<file path="src/rtl/itrd_pkg.sv">
// Shared constants and the digit-to-ASCII mapping for the radix digit converter.
// Used by itrd_divider, integer_to_radix_digits_unit, itrd_checker and the bench; depends on nothing.
package itrd_pkg;

    localparam int RADIX_W   = 6;
    localparam int CHAR_W    = 7;
    localparam int OUT_W     = 8;
    localparam int RADIX_MIN = 2;
    localparam int RADIX_MAX = 36;
    localparam int DEC_DIGITS = 10;
    localparam int TOP_DIGIT  = 35;

    localparam logic [CHAR_W-1:0] CHAR_ZERO = 7'h30;
    localparam logic [CHAR_W-1:0] CHAR_A    = 7'h41;

    // 0-9 then A-Z; anything past Z saturates at Z
    function automatic logic [CHAR_W-1:0] digit_to_char(input logic [RADIX_W-1:0] d);
        logic [RADIX_W-1:0] dc;
        logic [CHAR_W-1:0]  ch;
        dc = (d > RADIX_W'(TOP_DIGIT)) ? RADIX_W'(TOP_DIGIT) : d;
        if (dc < RADIX_W'(DEC_DIGITS))
        begin
            ch = CHAR_ZERO + CHAR_W'(dc);
        end
        else
        begin
            ch = CHAR_A + CHAR_W'(dc - RADIX_W'(DEC_DIGITS));
        end
        return ch;
    endfunction

    function automatic logic radix_is_bad(input logic [RADIX_W-1:0] r);
        return (r < RADIX_W'(RADIX_MIN)) || (r > RADIX_W'(RADIX_MAX));
    endfunction

endpackage

</file>
<file path="src/rtl/itrd_divider.sv">
// Restoring divider, one quotient bit per cycle, divides a value by a radix.
// Depends on itrd_pkg.
module itrd_divider import itrd_pkg::*; #(
    parameter int VALUE_BITS = 31
) (
    input  logic                  clk,
    input  logic                  rst_n,
    input  logic                  start,
    input  logic [VALUE_BITS-1:0] dividend,
    input  logic [RADIX_W-1:0]    divisor,
    output logic                  done,
    output logic [VALUE_BITS-1:0] quotient,
    output logic [RADIX_W-1:0]    remainder
);

    localparam int CNT_W = $clog2(VALUE_BITS + 1);

    logic [VALUE_BITS-1:0] work_reg, work_next;
    logic [RADIX_W-1:0]    rem_reg, rem_next;
    logic [CNT_W-1:0]      cnt_reg, cnt_next;
    logic                  busy_reg, busy_next;
    logic                  done_reg, done_next;
    logic [RADIX_W:0]      trial;
    logic [RADIX_W:0]      diff;
    logic                  fits;

    assign trial = {rem_reg, work_reg[VALUE_BITS-1]};
    assign fits  = trial >= {1'b0, divisor};
    assign diff  = trial - {1'b0, divisor};

    always_comb
    begin
        work_next = work_reg;
        rem_next  = rem_reg;
        cnt_next  = cnt_reg;
        busy_next = busy_reg;
        done_next = 1'b0;
        if (start)
        begin
            work_next = dividend;
            rem_next  = '0;
            cnt_next  = CNT_W'(VALUE_BITS);
            busy_next = 1'b1;
        end
        else if (busy_reg)
        begin
            // shift in one quotient bit, keep the partial remainder below the divisor
            work_next = {work_reg[VALUE_BITS-2:0], fits};
            rem_next  = fits ? diff[RADIX_W-1:0] : trial[RADIX_W-1:0];
            cnt_next  = cnt_reg - CNT_W'(1);
            if (cnt_reg == CNT_W'(1))
            begin
                busy_next = 1'b0;
                done_next = 1'b1;
            end
        end
    end

    always_ff @(posedge clk or negedge rst_n)
    begin
        if (!rst_n)
        begin
            cnt_reg  <= '0;
            busy_reg <= 1'b0;
            done_reg <= 1'b0;
        end
        else
        begin
            cnt_reg  <= cnt_next;
            busy_reg <= busy_next;
            done_reg <= done_next;
        end
    end

    always_ff @(posedge clk)
    begin
        work_reg <= work_next;
        rem_reg  <= rem_next;
    end

    assign done      = done_reg;
    assign quotient  = work_reg;
    assign remainder = rem_reg;

endmodule

</file>
<file path="src/rtl/integer_to_radix_digits_unit.sv">
// Top level of the radix digit converter: sequencer, digit store, output register.
// Depends on itrd_pkg and itrd_divider.
//
// Usage:
//   Input stream s_*: one word carries a number and a radix (2..36). The block
//   answers on the output stream m_* with the ASCII digits of the number, most
//   significant first, one word per digit, tlast on the final digit. Zero gives
//   the single digit '0'. A radix outside 2..36 gives one word with tuser set,
//   tdata zero and tlast set.
//   Flow: each digit costs one pass of the shared bit-serial divider; once all
//   digits are stored, each is read back from the digit store (ST_READ) and
//   loaded into the output register (ST_EMIT), most significant first.
//   s_tready is high only while the sequencer is idle, so one word is in work
//   at a time; the final output word may still wait while the next input is
//   taken.
//   Reset clears the sequencer, the output valid and the counters; the digit
//   store is not cleared since each conversion writes its digits before
//   reading them. A stalled receiver (m_tready low) holds the output word
//   and freezes the read-back of further digits.
module integer_to_radix_digits_unit import itrd_pkg::*; #(
    parameter int VALUE_BITS = 31,
    parameter int MAX_DIGITS = 31
) (
    input  logic                                        clk,
    input  logic                                        rst_n,
    input  logic                                        s_tvalid,
    output logic                                        s_tready,
    // s_tdata from bit 0: number[VALUE_BITS-1:0], radix[5:0], zero fill
    input  logic [((VALUE_BITS + RADIX_W + 7) / 8)*8-1:0] s_tdata,
    output logic                                        m_tvalid,
    input  logic                                        m_tready,
    // m_tdata from bit 0: digit_char[6:0], zero fill
    output logic [OUT_W-1:0]                            m_tdata,
    output logic                                        m_tlast,
    // m_tuser: bad_radix
    output logic                                        m_tuser
);

    localparam int IDX_W = $clog2(MAX_DIGITS);
    localparam int CNT_W = $clog2(MAX_DIGITS + 1);

    typedef enum logic [5:0] {
        ST_IDLE     = 6'b000001,
        ST_DIV_GO   = 6'b000010,
        ST_DIV_WAIT = 6'b000100,
        ST_READ     = 6'b001000,
        ST_EMIT     = 6'b010000,
        ST_ERROR    = 6'b100000
    } state_t;

    state_t state_reg, state_next;

    logic [VALUE_BITS-1:0] quotient_reg, quotient_next;
    logic [CNT_W-1:0]      digit_count_reg, digit_count_next;
    logic [RADIX_W-1:0]    radix_reg, radix_next;
    logic [IDX_W-1:0]      rd_idx_reg, rd_idx_next;
    logic [RADIX_W-1:0]    rd_data_reg;

    logic                  out_valid_reg, out_valid_next;
    logic [CHAR_W-1:0]     out_char_reg, out_char_next;
    logic                  out_last_reg, out_last_next;
    logic                  out_bad_reg, out_bad_next;

    logic [RADIX_W-1:0]    digit_store [MAX_DIGITS];
    logic                  store_we;

    logic                  div_start;
    logic                  div_done;
    logic [VALUE_BITS-1:0] div_quot;
    logic [RADIX_W-1:0]    div_rem;

    logic [VALUE_BITS-1:0] in_number;
    logic [RADIX_W-1:0]    in_radix;
    logic                  in_accept;
    logic                  slot_free;

    assign in_number = s_tdata[VALUE_BITS-1:0];
    assign in_radix  = s_tdata[VALUE_BITS +: RADIX_W];
    assign s_tready  = (state_reg == ST_IDLE);
    assign in_accept = s_tvalid && s_tready;
    assign slot_free = !out_valid_reg || m_tready;

    itrd_divider #(
        .VALUE_BITS (VALUE_BITS)
    ) u_div (
        .clk       (clk),
        .rst_n     (rst_n),
        .start     (div_start),
        .dividend  (quotient_reg),
        .divisor   (radix_reg),
        .done      (div_done),
        .quotient  (div_quot),
        .remainder (div_rem)
    );

    always_comb
    begin
        state_next       = state_reg;
        quotient_next    = quotient_reg;
        digit_count_next = digit_count_reg;
        radix_next       = radix_reg;
        rd_idx_next      = rd_idx_reg;
        out_valid_next   = out_valid_reg && !m_tready;
        out_char_next    = out_char_reg;
        out_last_next    = out_last_reg;
        out_bad_next     = out_bad_reg;
        store_we         = 1'b0;
        div_start        = 1'b0;

        case (state_reg)
            ST_IDLE:
            begin
                if (in_accept)
                begin
                    radix_next = in_radix;
                    if (radix_is_bad(in_radix))
                    begin
                        state_next = ST_ERROR;
                    end
                    else
                    begin
                        quotient_next    = in_number;
                        digit_count_next = '0;
                        state_next       = ST_DIV_GO;
                    end
                end
            end
            ST_DIV_GO:
            begin
                div_start  = 1'b1;
                state_next = ST_DIV_WAIT;
            end
            ST_DIV_WAIT:
            begin
                if (div_done)
                begin
                    store_we         = 1'b1;
                    quotient_next    = div_quot;
                    digit_count_next = digit_count_reg + CNT_W'(1);
                    // stop on a zero quotient or a full store
                    if (div_quot == '0 || digit_count_reg == CNT_W'(MAX_DIGITS - 1))
                    begin
                        rd_idx_next = digit_count_reg[IDX_W-1:0];
                        state_next  = ST_READ;
                    end
                    else
                    begin
                        state_next = ST_DIV_GO;
                    end
                end
            end
            ST_READ:
            begin
                state_next = ST_EMIT;
            end
            ST_EMIT:
            begin
                if (slot_free)
                begin
                    out_valid_next = 1'b1;
                    out_char_next  = digit_to_char(rd_data_reg);
                    out_last_next  = (rd_idx_reg == '0);
                    out_bad_next   = 1'b0;
                    if (rd_idx_reg == '0)
                    begin
                        state_next = ST_IDLE;
                    end
                    else
                    begin
                        rd_idx_next = rd_idx_reg - IDX_W'(1);
                        state_next  = ST_READ;
                    end
                end
            end
            ST_ERROR:
            begin
                if (slot_free)
                begin
                    out_valid_next = 1'b1;
                    out_char_next  = '0;
                    out_last_next  = 1'b1;
                    out_bad_next   = 1'b1;
                    state_next     = ST_IDLE;
                end
            end
            default:
            begin
                state_next = ST_IDLE;
            end
        endcase
    end

    always_ff @(posedge clk or negedge rst_n)
    begin
        if (!rst_n)
        begin
            state_reg       <= ST_IDLE;
            quotient_reg    <= '0;
            digit_count_reg <= '0;
            radix_reg       <= '0;
            rd_idx_reg      <= '0;
            out_valid_reg   <= 1'b0;
        end
        else
        begin
            state_reg       <= state_next;
            quotient_reg    <= quotient_next;
            digit_count_reg <= digit_count_next;
            radix_reg       <= radix_next;
            rd_idx_reg      <= rd_idx_next;
            out_valid_reg   <= out_valid_next;
        end
    end

    always_ff @(posedge clk)
    begin
        out_char_reg <= out_char_next;
        out_last_reg <= out_last_next;
        out_bad_reg  <= out_bad_next;
    end

    // digit store: remainders land least significant first, read back from the top
    always_ff @(posedge clk)
    begin
        if (store_we)
        begin
            digit_store[digit_count_reg[IDX_W-1:0]] <= div_rem;
        end
        rd_data_reg <= digit_store[rd_idx_reg];
    end

    assign m_tvalid = out_valid_reg;
    assign m_tdata  = {{(OUT_W - CHAR_W){1'b0}}, out_char_reg};
    assign m_tlast  = out_last_reg;
    assign m_tuser  = out_bad_reg;

endmodule

</file>
<file path="config.mk">
export PLATFORM = sky130hd
export DESIGN_NAME = integer_to_radix_digits_unit
export DESIGN_NICKNAME = d
export VERILOG_FILES = /design/src/rtl/itrd_pkg.sv /design/src/rtl/itrd_divider.sv /design/src/rtl/integer_to_radix_digits_unit.sv
export SDC_FILE = /design/constraint.sdc
export NUM_CORES = 1
export LEC_CHECK = 0
export ABC_AREA = 1
export BUFFER_PORTS_ARGS = -buffer_cell sky130_fd_sc_hd__clkbuf_2
export CELL_PAD_IN_SITES_DETAIL_PLACEMENT = 1
export CELL_PAD_IN_SITES_GLOBAL_PLACEMENT = 1
export CORE_UTILIZATION = 23
export CTS_CLUSTER_SIZE = 8
export DETAILED_ROUTE_END_ITERATION = 12
export PLACE_DENSITY_LB_ADDON = 0.1
export SYNTH_ARGS = -nofsm -noshare
export SYNTH_HDL_FRONTEND = slang
export SYNTH_HIERARCHICAL = 1
export SYNTH_SLANG_ARGS = --single-unit
export TNS_END_PERCENT = 1
</file>
<file path="constraint.sdc">
create_clock -name clk -period 2.21 [get_ports clk]
set_input_delay 0.221 -clock clk [delete_from_list [all_inputs] [get_ports clk]]
set_output_delay 0.221 -clock clk [all_outputs]
set_load 0.05 [all_outputs]
</file>
==> impl_summary.txt, run 1 <==
----------------------------------------------------
[Run status]
  Status ... finished clean

[Worst setup path]
  Max stage delay cell, worst path ... sky130_fd_sc_hd__dfrtp_1
  Data arrival time of the worst path ... between 1.5 and 2 ns
  Cell type group with the largest total delay on the critical path ... simple AND/OR/NAND/NOR gates
  Data required time at the worst endpoint ... 1.99 ns
  Number of buffer and inverter stages on the critical path ... 1
  Stage delay of the slowest cell on the critical path ... 0.40 ns
  Crit end category ... output port
  Setup crit start kind ... register
  Cell breakdown of the critical path ... nor2_2 > nand2_2 > nor2_4 > clkbuf_2
  Largest fanout of any net on the critical path ... 5
  Worst Setup Path Type ... register to output port

[Power and ir drop]
  Maximum resistive drop on vdd ... approximately 0.00063 V
  Leak Pwr ... 6.914 nW
  Internal power summed over all cells ... 0.01390 W
  Clk pwr share ... 27.2%
  Sequential cell fraction of total power ... between 30% and 40%
  Comb power frac ... 35.8%
  Net switching share of the total power ... 38.79%
  Power per cell area ... 1361 nW/um^2
  Net switching component of the power ... 0.008808 W

[Floorplanning]
  Cell row count ... 88
  Initial Util ... 23.42%
  Overall die width ... 245.3 um
  Boundary Pins ... 56
  Die Ht ... 245.3 um
  DIE AREA ... 60,170 sq um
  Area inside the core boundary ... 58,140 sq um

[CTS]
  Later-pin clock latency in the skew report ... 0.57 ns
  Total of cells resized after clock tree synthesis ... 0
  CTS Hold Bufs ... 28
  Number of buffers on the longest clock path ... 3
  Total clock buffers created by CTS ... 44
  Clock-pin transition on the worst setup and hold timing paths ... approximately 0.060 ns
  H-tree depth ... 2
  Root Buffer ... sky130_fd_sc_hd__clkbuf_16
  Setup Buffers After CTS ... 0
  CTS tree ... done
  Clk sink count ... 299

[Timing]
  Timing-limited maximum frequency ... 479.9 MHz
  # setup viols final ... 0
  Final setup TNS ... 0 ns
  Clock Skews ... 0.02857 ns
  Pins Over Slew Limit ... 0
  Slew at the pin closest to its max-slew limit ... roughly 0.8 ns
  Post-route fraction of the period consumed by the critical path ... 94.30%
  RSZ-0062 raised after global routing ... false
  Slew margin rel. ... between 40% and 50%
  Clock period minus final worst setup slack ... between 2 and 2.5 ns
  Number of failing hold endpoints at the final stage ... 0

[Global route]
  Initial antenna violation count ... 0
  Total overflow reported by the global router ... 0
  Aggregate global-route resource usage ... between 10% and 20%
  Vias in the first global route ... 10,680
  Largest net degree at the start of global routing ... 62
  Wire length of the first global-routing pass ... 63,980 um

[Logic synthesis]
  Cell with the most instances after synthesis ... sky130_fd_sc_hd__nand2_1
  Leading cell types by total area after synthesis ... sky130_fd_sc_hd__edfxtp_1 50%, sky130_fd_sc_hd__nand2_1 11%, sky130_fd_sc_hd__dfrtp_1 11%
  Synthesized netlist net count ... between 1,000 and 1,500
  Number of warnings issued by yosys ... 6
  Syn Inst Count ... 1,405
  Synth top area share ... 49.85%
  Fraction of registers with async set or reset after synthesis ... around 20%
  Most instantiated flip-flop cell in the synthesis netlist ... sky130_fd_sc_hd__edfxtp_1
  Synthesized flop and latch total ... 299
  Count of flip-flops with a built-in enable after synthesis ... 226
  Mapped cell area ... 13,610 sq um
  Per-instance average area after synthesis ... 9.690 sq um
  Largest area contributor in the synthesized netlist ... sky130_fd_sc_hd__edfxtp_1
  Number of distinct library cells after synthesis ... 46
  Sequential fraction of the synthesis area ... 62.83%
  Top post-synthesis cells by count ... 412 x sky130_fd_sc_hd__nand2_1, 226 x sky130_fd_sc_hd__edfxtp_1, 178 x sky130_fd_sc_hd__nor2_1

[Detailed routing]
  Routed wirelength normalized by instance count ... ~18 um
  Total number of vias ... between 9,000 and 10,000
  Routed WL ... 41,070 um
  Iteration-0 DRC Markers ... between 400 and 500
  Post-detailed-route DRC marker count ... 0
  Number of detailed-route iterations in the first pass ... 4
  Vias per Instance ... approximately 4.3
  Number of nets still failing antenna checks after routing ... 0

[Cells and area]
  Total of fill cells in the finished design ... 6,643
  Fraction of layout cells with a size suffix above 1 ... 13.70%
  Number of flip-flops under the largest register name ... 186
  FF/Latch Area ... 8556 sq um
  Number of diodes added for antenna fixing ... 0
  Area growth from synthesis to layout ... 22.56%
  Final net count ... 1,600
  Utilization after layout ... between 20 and 30%
  Footprint of the multi-input gates ... ~4400 sq um

[Placed design]
  Number of buffers added on ports ... 51
  Sum of net half-perimeters after detailed placement ... 26,160 um
  Routability-driven placement congestion ratio ... ~0.7

[Worst hold path]
  Path type of the worst min-delay path ... input pin to register

[Job]
  Max Cap Viol ... 0

----------------------------------------------------
## worst paths after layout
kind	start	end	slack, ns	depth (start not counted)
min in group asynchronous	rst_n	quotient_reg[16]	0.18	2
worst min register to register	quotient_reg[6]	quotient_reg[6]	0.47	2
worst max-delay path	state_reg[3]	s_tready	0.13	4
worst min-delay path	s_tdata[2]	quotient_reg[2]	0.03	5
max in group asynchronous	rst_n	radix_reg[4]	1.34	3
worst max register to register	state_reg[0]	digit_count_reg[4]	0.27	10
## power by group through the flow
stage / Sequential, W / Combinational (W) / Clock (W)
6_report: 0.00839 / 0.00813 / 0.00618
5_1_grt: 0.00853 / 0.00934 / 0.00664
4_1_cts: 0.00841 / 0.00848 / 0.00646
3_5_place_dp: 0.00850 / 0.00841 / 0
3_3_place_gp: 0.00849 / 0.00832 / 0
2_1_floorplan: 0.00870 / 0.00512 / 0
## per-stage QoR
stage,setup slack [ns],power [W],instances,instance area (sq um),hold WS (ns)
floorplan,0.1842,0.01381,1405,13610,-0.07459
global placement,0.2562,0.01681,2230,15170,0.2558
detailed placement,0.2191,0.01692,2230,15170,0.2552
CTS,0.06029,0.02335,2327,16690,0.0006775
global route,0.01473,0.02451,2327,16690,0.04044
finish,0.1260,0.02270,2327,16690,0.02856
## layer usage
metal  wire length [um]  vias to the layer above  GRT usage [%]
li1                   -                     4931              -
met1              19240                     4876          18.59
met2              19690                      121          23.37
met3               1275                       53          2.074
met4                864                        0          4.522
met5                  0                        -              0
## cell type report
cell class,count,share of cell area (%)
sequential,299,51.27
clock buffer,64,7.049
tap,765,5.736
multi-input combinational,937,26.14
clock inverter,5,0.3599
timing repair buffer,154,7.124
inverter,103,2.317
## placed cells by master, fill, tap and decap left out, drive strengths merged, types with 2 or more instances in the layout
cell type | netlist | final
nand4 | 5 | 5
dfrtp | 60 | 60
or2 | 3 | 3
nand3b | 3 | 3
nand3 | 111 | 111
xnor2 | 2 | 2
ha | 16 | 16
a31oi | 2 | 2
o21a | 7 | 7
dlygate4sd3 | 0 | 28
clkinv | 1 | 3
mux2 | 3 | 3
xor2 | 7 | 7
nor3 | 4 | 4
clkbuf | 30 | 114
buf | 36 | 76
edfxtp | 226 | 226
a21oi | 22 | 22
o21ai | 119 | 119
nand2 | 421 | 421
o211ai | 18 | 18
nor2 | 188 | 188
inv | 102 | 104
dfxtp | 12 | 12
## cells by family after synthesis
| family | after synthesis | synth area share [%] |
|---|---|---|
| adders and majority gates | 17 | 1.617 |
| other | 1 | 0.02754 |
| DFF | 299 | 62.83 |
| AOI/OAI and AO/OA | 172 | 6.948 |
| muxes | 3 | 0.2481 |
| xor gates and xnor gates | 9 | 0.5790 |
| and+or+nand+nor | 735 | 22.62 |
| buffers and inverters | 169 | 5.128 |
## tightest hold or removal path, stage by stage
cell                       delay (ns)
sky130_fd_sc_hd__clkbuf_2        0.09
sky130_fd_sc_hd__nand2_1         0.05
sky130_fd_sc_hd__o21ai_0         0.06
sky130_fd_sc_hd__nand3_1         0.08
sky130_fd_sc_hd__nand2_1         0.07
Note: power is estimated with default switching activity, not from simulation.
==> inputs of run 2 (changes only) <==
- PLACE_DENSITY: default -> 0.52
- PLACE_DENSITY_LB_ADDON: 0.1 -> default
==> run 2 against run 1 <==
  * Non-clock buffer count is 33 lower
  * Routed wire length is 8.3% lower
  * Hold slack worse by 0.0030 ns
  * Global-route usage is 1.3 points lower
  * First-iteration DRC count is 11% higher
  * Clock-buffer cell count is 3 higher
  * Flip-flop and latch count stayed put
  * Clock power is 1% lower
  * Final cell count is 1.4% lower
  * Utilization is 0.52 points lower
  * Clock skew is 0.017 ns lower
  * Register-to-register slack worse by 0.11 ns
  * Critical path type is now register to register
==> impl_summary.txt, run 2 (synthesized netlist as in run 1, its figures left out) <==
----------------------------------------------------
[CTS]
  Total clock buffers created by CTS ... 43 (-2.3%)
  Number of buffers on the longest clock path ... 3 (unchanged)
  H-tree depth ... 2 (unchanged)
  Clock-pin transition on the worst setup and hold timing paths ... 0.05 ns (about the same)
  Later-pin clock latency in the skew report ... 0.54 ns (-0.03 ns)
  Setup Buffers After CTS ... 0 (unchanged)
  Clk sink count ... 299 (unchanged)
  CTS tree ... done
  Root Buffer ... sky130_fd_sc_hd__clkbuf_16

[Floorplanning]
  Boundary Pins ... 56 (unchanged)
  Initial Util ... 23.42% (unchanged)
  DIE AREA ... 60,170 sq um (unchanged)
  Area inside the core boundary ... 58,140 sq um (unchanged)
  Overall die width ... 245.3 um (unchanged)
  Die Ht ... 245.3 um (unchanged)
  Cell row count ... 88 (unchanged)

[Worst hold path]
  Count of cells along the worst hold path ... 4 (-1)
  Startpoint of the worst hold path ... s_tdata[23]
  Endpoint, Worst Hold ... quotient_reg[23]
  Path type of the worst min-delay path ... input pin to register

[Detailed routing]
  Total number of vias ... 9,850 (-1.3%)
  Vias per Instance ... 4.292 (about the same)
  Number of nets still failing antenna checks after routing ... 0 (unchanged)
  Routed WL ... 37,650 um (-8.3%)
  Number of detailed-route iterations in the first pass ... 5 (+1)
  Iteration-0 DRC Markers ... 493 (+11%)
  Routed wirelength normalized by instance count ... 16.41 um (-7.0%)
  Post-detailed-route DRC marker count ... 0 (unchanged)

[Timing]
  Post-route fraction of the period consumed by the critical path ... 92.81% (-1.5 points)
  Pins Over Slew Limit ... 0 (unchanged)
  Slew margin rel. ... 52.67% (+5.6 points)
  # setup viols final ... 0 (unchanged)
  Slew at the pin closest to its max-slew limit ... 0.7092 ns (-0.08246 ns)
  Clock Skews ... 0.01128 ns (-0.01729 ns)
  RSZ-0062 raised after global routing ... false
  Clock period minus final worst setup slack ... 2.051 ns (-0.03284 ns)
  Setup ws final ... 0.1589 ns (+0.03284 ns)
  Timing-limited maximum frequency ... 487.5 MHz (+1.6%)
  Final setup TNS ... 0 ns (unchanged)
  Number of failing hold endpoints at the final stage ... 0 (unchanged)

[Worst setup path]
  Data arrival time of the worst path ... 2.29 ns (+0.43 ns)
  Setup crit start kind ... register
  Worst Setup Path Type ... register to register
  Number of buffer and inverter stages on the critical path ... 1 (unchanged)
  Max stage delay cell, worst path ... sky130_fd_sc_hd__dfrtp_1
  Worst Reg-to-Reg Cells ... 6 (-4)
  Crit end category ... register
  Cell breakdown of the critical path ... nor2_4 > nand3_2 > nor2_2 > nand2_1 > nor2_1 > buf_4
  Largest fanout of any net on the critical path ... 7 (+2)
  Data required time at the worst endpoint ... 2.45 ns (+0.46 ns)
  R2R Path End ... digit_store[3][3]
  Register-to-register setup slack ... 0.16 ns (-0.11 ns)
  Start of the worst register-to-register path ... state_reg[4]
  Stage delay of the slowest cell on the critical path ... 0.42 ns (+0.02 ns)
  Cell type group with the largest total delay on the critical path ... simple AND/OR/NAND/NOR gates

[Power and ir drop]
  Power per cell area ... 1362 nW/um^2 (about the same)
  Leak Pwr ... 6.765 nW (-2.2%)
  PnR Total Power ... 0.02231 W (-1.7%)
  Maximum resistive drop on vdd ... 0.0007444 V (+18%)

[Global route]
  Largest net degree at the start of global routing ... 93 (+50%)
  Aggregate global-route resource usage ... 12.74% (-1.3 points)
  Wire length of the first global-routing pass ... 59,840 um (-6.5%)
  Vias in the first global route ... 10,480 (-1.8%)
  Total overflow reported by the global router ... 0 (unchanged)
  Initial antenna violation count ... 0 (unchanged)

[Placed design]
  Number of buffers added on ports ... 51 (unchanged)
  Routability-driven placement congestion ratio ... 0.7410 (+3.9%)
  Dpl cells ... 2,217 (-0.58%)
  Worst slack, placed ... 0.1345 ns (-0.08465 ns)
  Sum of net half-perimeters after detailed placement ... 23,860 um (-8.8%)

[Cells and area]
  Post-layout instance count excluding filler cells ... 2,295 (-1.4%)
  Fraction of layout cells with a size suffix above 1 ... 13.07% (-0.63 points)
  Utilization after layout ... 28.18% (-0.52 points)
  Area growth from synthesis to layout ... 20.35%
  Commonest non-fill, non-tap cells in the layout ... 412 x sky130_fd_sc_hd__nand2_1, 226 x sky130_fd_sc_hd__edfxtp_1, 177 x sky130_fd_sc_hd__nor2_1
  Number of diodes added for antenna fixing ... 0 (unchanged)
  Most frequent standard cell in the layout excluding fill and tap cells ... sky130_fd_sc_hd__nand2_1
  Final net count ... 1,566 (-2.1%)
  Number of flip-flops under the largest register name ... 186 (unchanged)
  Total of fill cells in the finished design ... 6,666 (+0.35%)

[Job]
  Max Cap Viol ... 0 (unchanged)

[Run status]
  Status ... finished clean

----------------------------------------------------
run 2: layer usage:
| metal | up-vias | global-route usage [%] | wire, um |
|---|---|---|---|
| met3 | 49 | 1.975 | 1241 |
| met4 | 0 | 2.757 | 570 |
| met1 | 4799 | 16.93 | 17710 |
| met5 | - | 0 | 0 |
| met2 | 127 | 21.68 | 18130 |
| li1 | 4875 | - | - |
run 2: cell type report:
cell class,count,area (sq um),area share (%)
Sequential cell,299,8556,52.22
Clock inverter,3,32.53,0.1985
Inverter,103,386.6,2.360
Clock buffer,67,1187,7.247
Tap cell,765,957.2,5.842
Timing Repair Buffer,121,900.9,5.498
Multi-Input combinational cell,937,4364,26.64
run 2: worst max-delay path by stage:
stage / startpoint / to / slack, ns / cells past startpoint
finish: state_reg[4] / digit_store[3][3] / 0.16 / 6
global placement: rd_idx_reg[2] / rd_data_reg[0] / 0.16 / 8
floorplan: state_reg[3] / u_div/quotient[0] / 0.18 / 6
global route: state_reg[4] / digit_store[6][1] / 0.03 / 6
detailed placement: state_reg[4] / digit_store[26][4] / 0.13 / 6
CTS: state_reg[4] / digit_store[3][3] / 0.11 / 6
run 2: timing repair:
| item | 4_1_cts | 5_1_grt |
|---|---|---|
| hold endpoints to repair | 24 | 0 |
| gates resized for setup | 0 | 1 |
| hold buffers | 8 | 0 |
| endpoints found under the setup margin | 0 | 1 |
run 2: through the flow:
step / cell area (sq um) / hold WS (ns)
after floorplan: 13610 / -0.07459
after detailed placement: 15080 / 0.2312
after global placement: 15080 / 0.2266
after CTS: 16380 / 0.002814
final: 16380 / 0.02555
after global routing: 16380 / 0.02122
run 2: worst reg2reg max path: cells and delay by family (launching register included):
family | cells | cell delay [ns]
buffers and inverters | 1 | 0.18
and+or+nand+nor | 5 | 1.16
DFF | 1 | 0.42
run 2: where the power goes:
part	internal, W	total, W	switching (W)
Combinational	0.00235	0.00784	0.00548
Sequential	0.00780	0.00837	0.000571
Clock	0.00365	0.00610	0.00245
Total	0.0138	0.0223	0.00851
==> inputs of run 3 (changes only) <==
- ABC_AREA: 1 -> default
- PLACE_DENSITY: 0.52 -> 0.49
==> run 3 against run 2 <==
  * Combinational power down 48%
  * Final cell count down 24%
  * Critical path depth down 2
  * Sequential power down 2%
  * Via count down 24%
  * Non-clock buffer count up 34
  * Utilization up 0.83 points
  * Worst setup slack worse by 0.063 ns
  * Fmax down 3.0%
  * Sequential share of layout area up 1.3 points
  * Area after synthesis down 5.8%
  * Critical endpoint is now s_tready
==> impl_summary.txt, run 3 <==
----------------------------------------------------
[Cells and area]
  Number of flip-flops under the largest register name ... 186 (unchanged)
  Commonest non-fill, non-tap cells in the layout ... 226 x sky130_fd_sc_hd__edfxtp_1, 85 x sky130_fd_sc_hd__buf_4, 58 x sky130_fd_sc_hd__dfrtp_1
  Fraction of layout cells with a size suffix above 1 ... 32.83% (+20 points)
  Area growth from synthesis to layout ... 24.59%
  Number of diodes added for antenna fixing ... 0 (unchanged)
  Post-layout instance count excluding filler cells ... 1,738 (-24%)
  Summed area of non-filler cells in the final layout ... 15,990 sq um (-2.4%)
  Total of fill cells in the finished design ... 5,918 (-11%)
  Most frequent standard cell in the layout excluding fill and tap cells ... sky130_fd_sc_hd__edfxtp_1
  Final net count ... 1,027 (-34%)

[Logic synthesis]
  Synth top area share ... 52.89% (+3.0 points)
  Synthesized flop and latch total ... 299 (unchanged)
  Post-Synth XOR/XNOR Area ... 0.7509% (+0.17 points)
  Per-instance average area after synthesis ... 15.90 sq um (+64%)
  Compound-cell area share of the yosys netlist ... 7.713% (+0.77 points)
  Number of warnings issued by yosys ... 6 (unchanged)
  Number of distinct library cells after synthesis ... 75 (+63%)
  Most instantiated flip-flop cell in the synthesis netlist ... sky130_fd_sc_hd__edfxtp_1
  Leading cell types by total area after synthesis ... sky130_fd_sc_hd__edfxtp_1 53%, sky130_fd_sc_hd__dfrtp_1 12%, sky130_fd_sc_hd__mux4_2 9.5%
  Mapped cell area ... 12,830 sq um (-5.8%)
  Simple logic cell fraction of the synthesized area ... 7.079% (-16 points)
  Main combinational cell family by area after synthesis ... multiplexers
  Multiplexer area fraction after synthesis ... 13.94% (+14 points)
  Sequential fraction of the synthesis area ... 66.67% (+3.8 points)
  Syn Inst Count ... 807 (-43%)
  Top post-synthesis cells by count ... 226 x sky130_fd_sc_hd__edfxtp_1, 60 x sky130_fd_sc_hd__dfrtp_1, 54 x sky130_fd_sc_hd__mux4_2, 54 x sky130_fd_sc_hd__nor2_1, 51 x sky130_fd_sc_hd__nand2_1
  Synthesized-area fraction occupied by adder cells ... 1.716% (+0.099 points)
  Fraction of registers with async set or reset after synthesis ... 20.40% (unchanged)
  Cell with the most instances after synthesis ... sky130_fd_sc_hd__edfxtp_1
  Count of flip-flops with a built-in enable after synthesis ... 226 (unchanged)
  Synthesized netlist net count ... 868 (-41%)
  Largest area contributor in the synthesized netlist ... sky130_fd_sc_hd__edfxtp_1

[Worst hold path]
  Startpoint of the worst hold path ... s_tdata[18]
  Count of cells along the worst hold path ... 3 (-1)
  Endpoint, Worst Hold ... quotient_reg[18]
  Path type of the worst min-delay path ... input pin to register

[CTS]
  H-tree depth ... 2 (unchanged)
  Setup Buffers After CTS ... 0 (unchanged)
  Total clock buffers created by CTS ... 43 (unchanged)
  Clk sink count ... 299 (unchanged)
  Number of buffers on the longest clock path ... 3 (unchanged)
  Later-pin clock latency in the skew report ... 0.56 ns (+0.02 ns)
  Root Buffer ... sky130_fd_sc_hd__clkbuf_16
  Clock-pin transition on the worst setup and hold timing paths ... 0.05 ns (about the same)
  CTS tree ... done

[Power and ir drop]
  Maximum resistive drop on vdd ... 0.0006923 V (-7.0%)
  Power per cell area ... 1145 nW/um^2 (-16%)
  Leak Pwr ... 5.691 nW (-16%)

[Global route]
  Wire length of the first global-routing pass ... 49,570 um (-17%)
  Aggregate global-route resource usage ... 11.57% (-1.2 points)
  Total overflow reported by the global router ... 0 (unchanged)
  Initial antenna violation count ... 0 (unchanged)
  Largest net degree at the start of global routing ... 37 (-60%)
  Vias in the first global route ... 8,309 (-21%)

[Detailed routing]
  Number of detailed-route iterations in the first pass ... 4 (-1)
  Number of nets still failing antenna checks after routing ... 0 (unchanged)
  Iteration-0 DRC Markers ... 268 (-46%)
  Vias per Instance ... 4.296 (about the same)
  Post-detailed-route DRC marker count ... 0 (unchanged)
  Total number of vias ... 7,466 (-24%)
  Routed wirelength normalized by instance count ... 18.51 um (+13%)
  Routed WL ... 32,160 um (-15%)

[Run status]
  Status ... finished clean

[Placed design]
  Area post-placement ... 14,660 sq um (-2.8%)
  Dpl cells ... 1,659 (-25%)
  Worst slack, placed ... 0.06652 ns (-0.06793 ns)
  Sum of net half-perimeters after detailed placement ... 21,210 um (-11%)
  Routability-driven placement congestion ratio ... 0.7124 (-3.9%)
  Number of buffers added on ports ... 51 (unchanged)

[Floorplanning]
  DIE AREA ... 56,740 sq um (-5.7%)
  Cell row count ... 86 (-2.3%)
  Initial Util ... 23.29% (-0.13 points)
  Die Ht ... 238.2 um (-2.9%)
  Area inside the core boundary ... 55,090 sq um (-5.2%)
  Boundary Pins ... 56 (unchanged)
  Overall die width ... 238.2 um (-2.9%)

[Worst setup path]
  Largest fanout of any net on the critical path ... 4 (-3)
  Data required time at the worst endpoint ... 1.99 ns (-0.46 ns)
  Crit end category ... output port
  Setup crit start kind ... register
  Worst Reg-to-Reg Cells ... 7 (+1)
  Register-to-register setup slack ... 0.11 ns (-0.05 ns)
  Data arrival time of the worst path ... 1.89 ns (-0.40 ns)
  Start of the worst register-to-register path ... u_div/quotient[0]
  R2R Path End ... rd_idx_reg[1]
  Worst Setup Path Type ... register to output port

[Job]
  Max Cap Viol ... 0 (unchanged)

[Timing]
  Timing-limited maximum frequency ... 473.0 MHz (-3.0%)
  Final setup TNS ... 0 ns (unchanged)
  Pins Over Slew Limit ... 0 (unchanged)
  Post-route fraction of the period consumed by the critical path ... 95.66% (+2.8 points)
  Clock Skews ... 0.02904 ns (+0.01776 ns)
  Setup ws final ... 0.09596 ns (-0.06292 ns)
  # setup viols final ... 0 (unchanged)
  RSZ-0062 raised after global routing ... false
  Clock period minus final worst setup slack ... 2.114 ns (+0.06291 ns)
  Number of failing hold endpoints at the final stage ... 0 (unchanged)

----------------------------------------------------
run 3: cell count changes in the layout (fill, tap and decap cells not counted), sizes merged, moves of 36 or more:
cell	previous run	this run
o21ai	119	18
nand2	421	52
inv	103	24
mux4	0	54
nand3	111	5
nor2	188	55
mux2	3	39
run 3: final cells by class:
| class | instances | area, sq um | area share (%) |
|---|---|---|---|
| tap | 748 | 935.9 | 5.854 |
| clock inverter | 2 | 28.78 | 0.1800 |
| multi-input combinational | 445 | 4023 | 25.16 |
| inverter | 22 | 82.58 | 0.5166 |
| sequential | 299 | 8558 | 53.53 |
| clock buffer | 67 | 1176 | 7.357 |
| timing repair buffer | 155 | 1182 | 7.396 |
run 3: kinds of logic after synthesis:
family	count (synthesis)
AOI/OAI and AO/OA	132
xor gates and xnor gates	11
adders and majority gates	17
buffers and inverters	63
DFF	299
muxes	106
other	1
and+or+nand+nor	178
run 3: power by group:
part           switching (W)  internal [W]  total (W)
Sequential          0.000622       0.00759    0.00821
Combinational        0.00229       0.00178    0.00408
Clock                0.00240       0.00362    0.00601
run 3: per-stage QoR:
step / hold slack (ns) / util, % / total power [W]
2_1_floorplan: -0.07459 / - / 0.01083
3_3_place_gp: 0.1787 / 26.61 / 0.01234
3_5_place_dp: 0.1778 / 26.61 / 0.01244
4_1_cts: 0.002152 / 29.00 / 0.01864
5_1_grt: 0.02664 / 29.02 / 0.01924
6_report: 0.03289 / 29.02 / 0.01830
run 3: worst max path at each step:
| stage | startpoint | endpoint | depth (start not counted) |
|---|---|---|---|
| 2_1_floorplan | u_div/remainder[1] | u_div/remainder[0] | 6 |
| 3_3_place_gp | u_div/quotient[0] | rd_idx_reg[1] | 7 |
| 3_5_place_dp | state_reg[5] | digit_store[13][1] | 7 |
| 4_1_cts | state_reg[3] | s_tready | 4 |
| 5_1_grt | state_reg[3] | s_tready | 4 |
| 6_report | state_reg[3] | s_tready | 4 |
run 3: critical path, stage by stage (launching register included):
cell and delay, ns:
sky130_fd_sc_hd__dfrtp_1 0.42, sky130_fd_sc_hd__nor4_4 0.36, sky130_fd_sc_hd__nand2_1 0.20, sky130_fd_sc_hd__inv_2 0.15, sky130_fd_sc_hd__clkbuf_8 0.20
run 3: metal layers:
| layer | up-vias | global-route usage [%] | part of all wire [%] |
|---|---|---|---|
| li1 | 3452 | - | - |
| met1 | 3867 | 15.13 | 46 |
| met2 | 95 | 19.16 | 49 |
| met3 | 52 | 1.735 | 2.7 |
| met4 | 0 | 4.701 | 2.7 |
| met5 | - | 0 | 0 |
run 3: timing repair:
action                                 in CTS  in global routing
endpoints found under the hold margin      55                  0
resized for setup                           3                  3
hold buffers                               10                  0
setup endpoints to repair                   1                 11
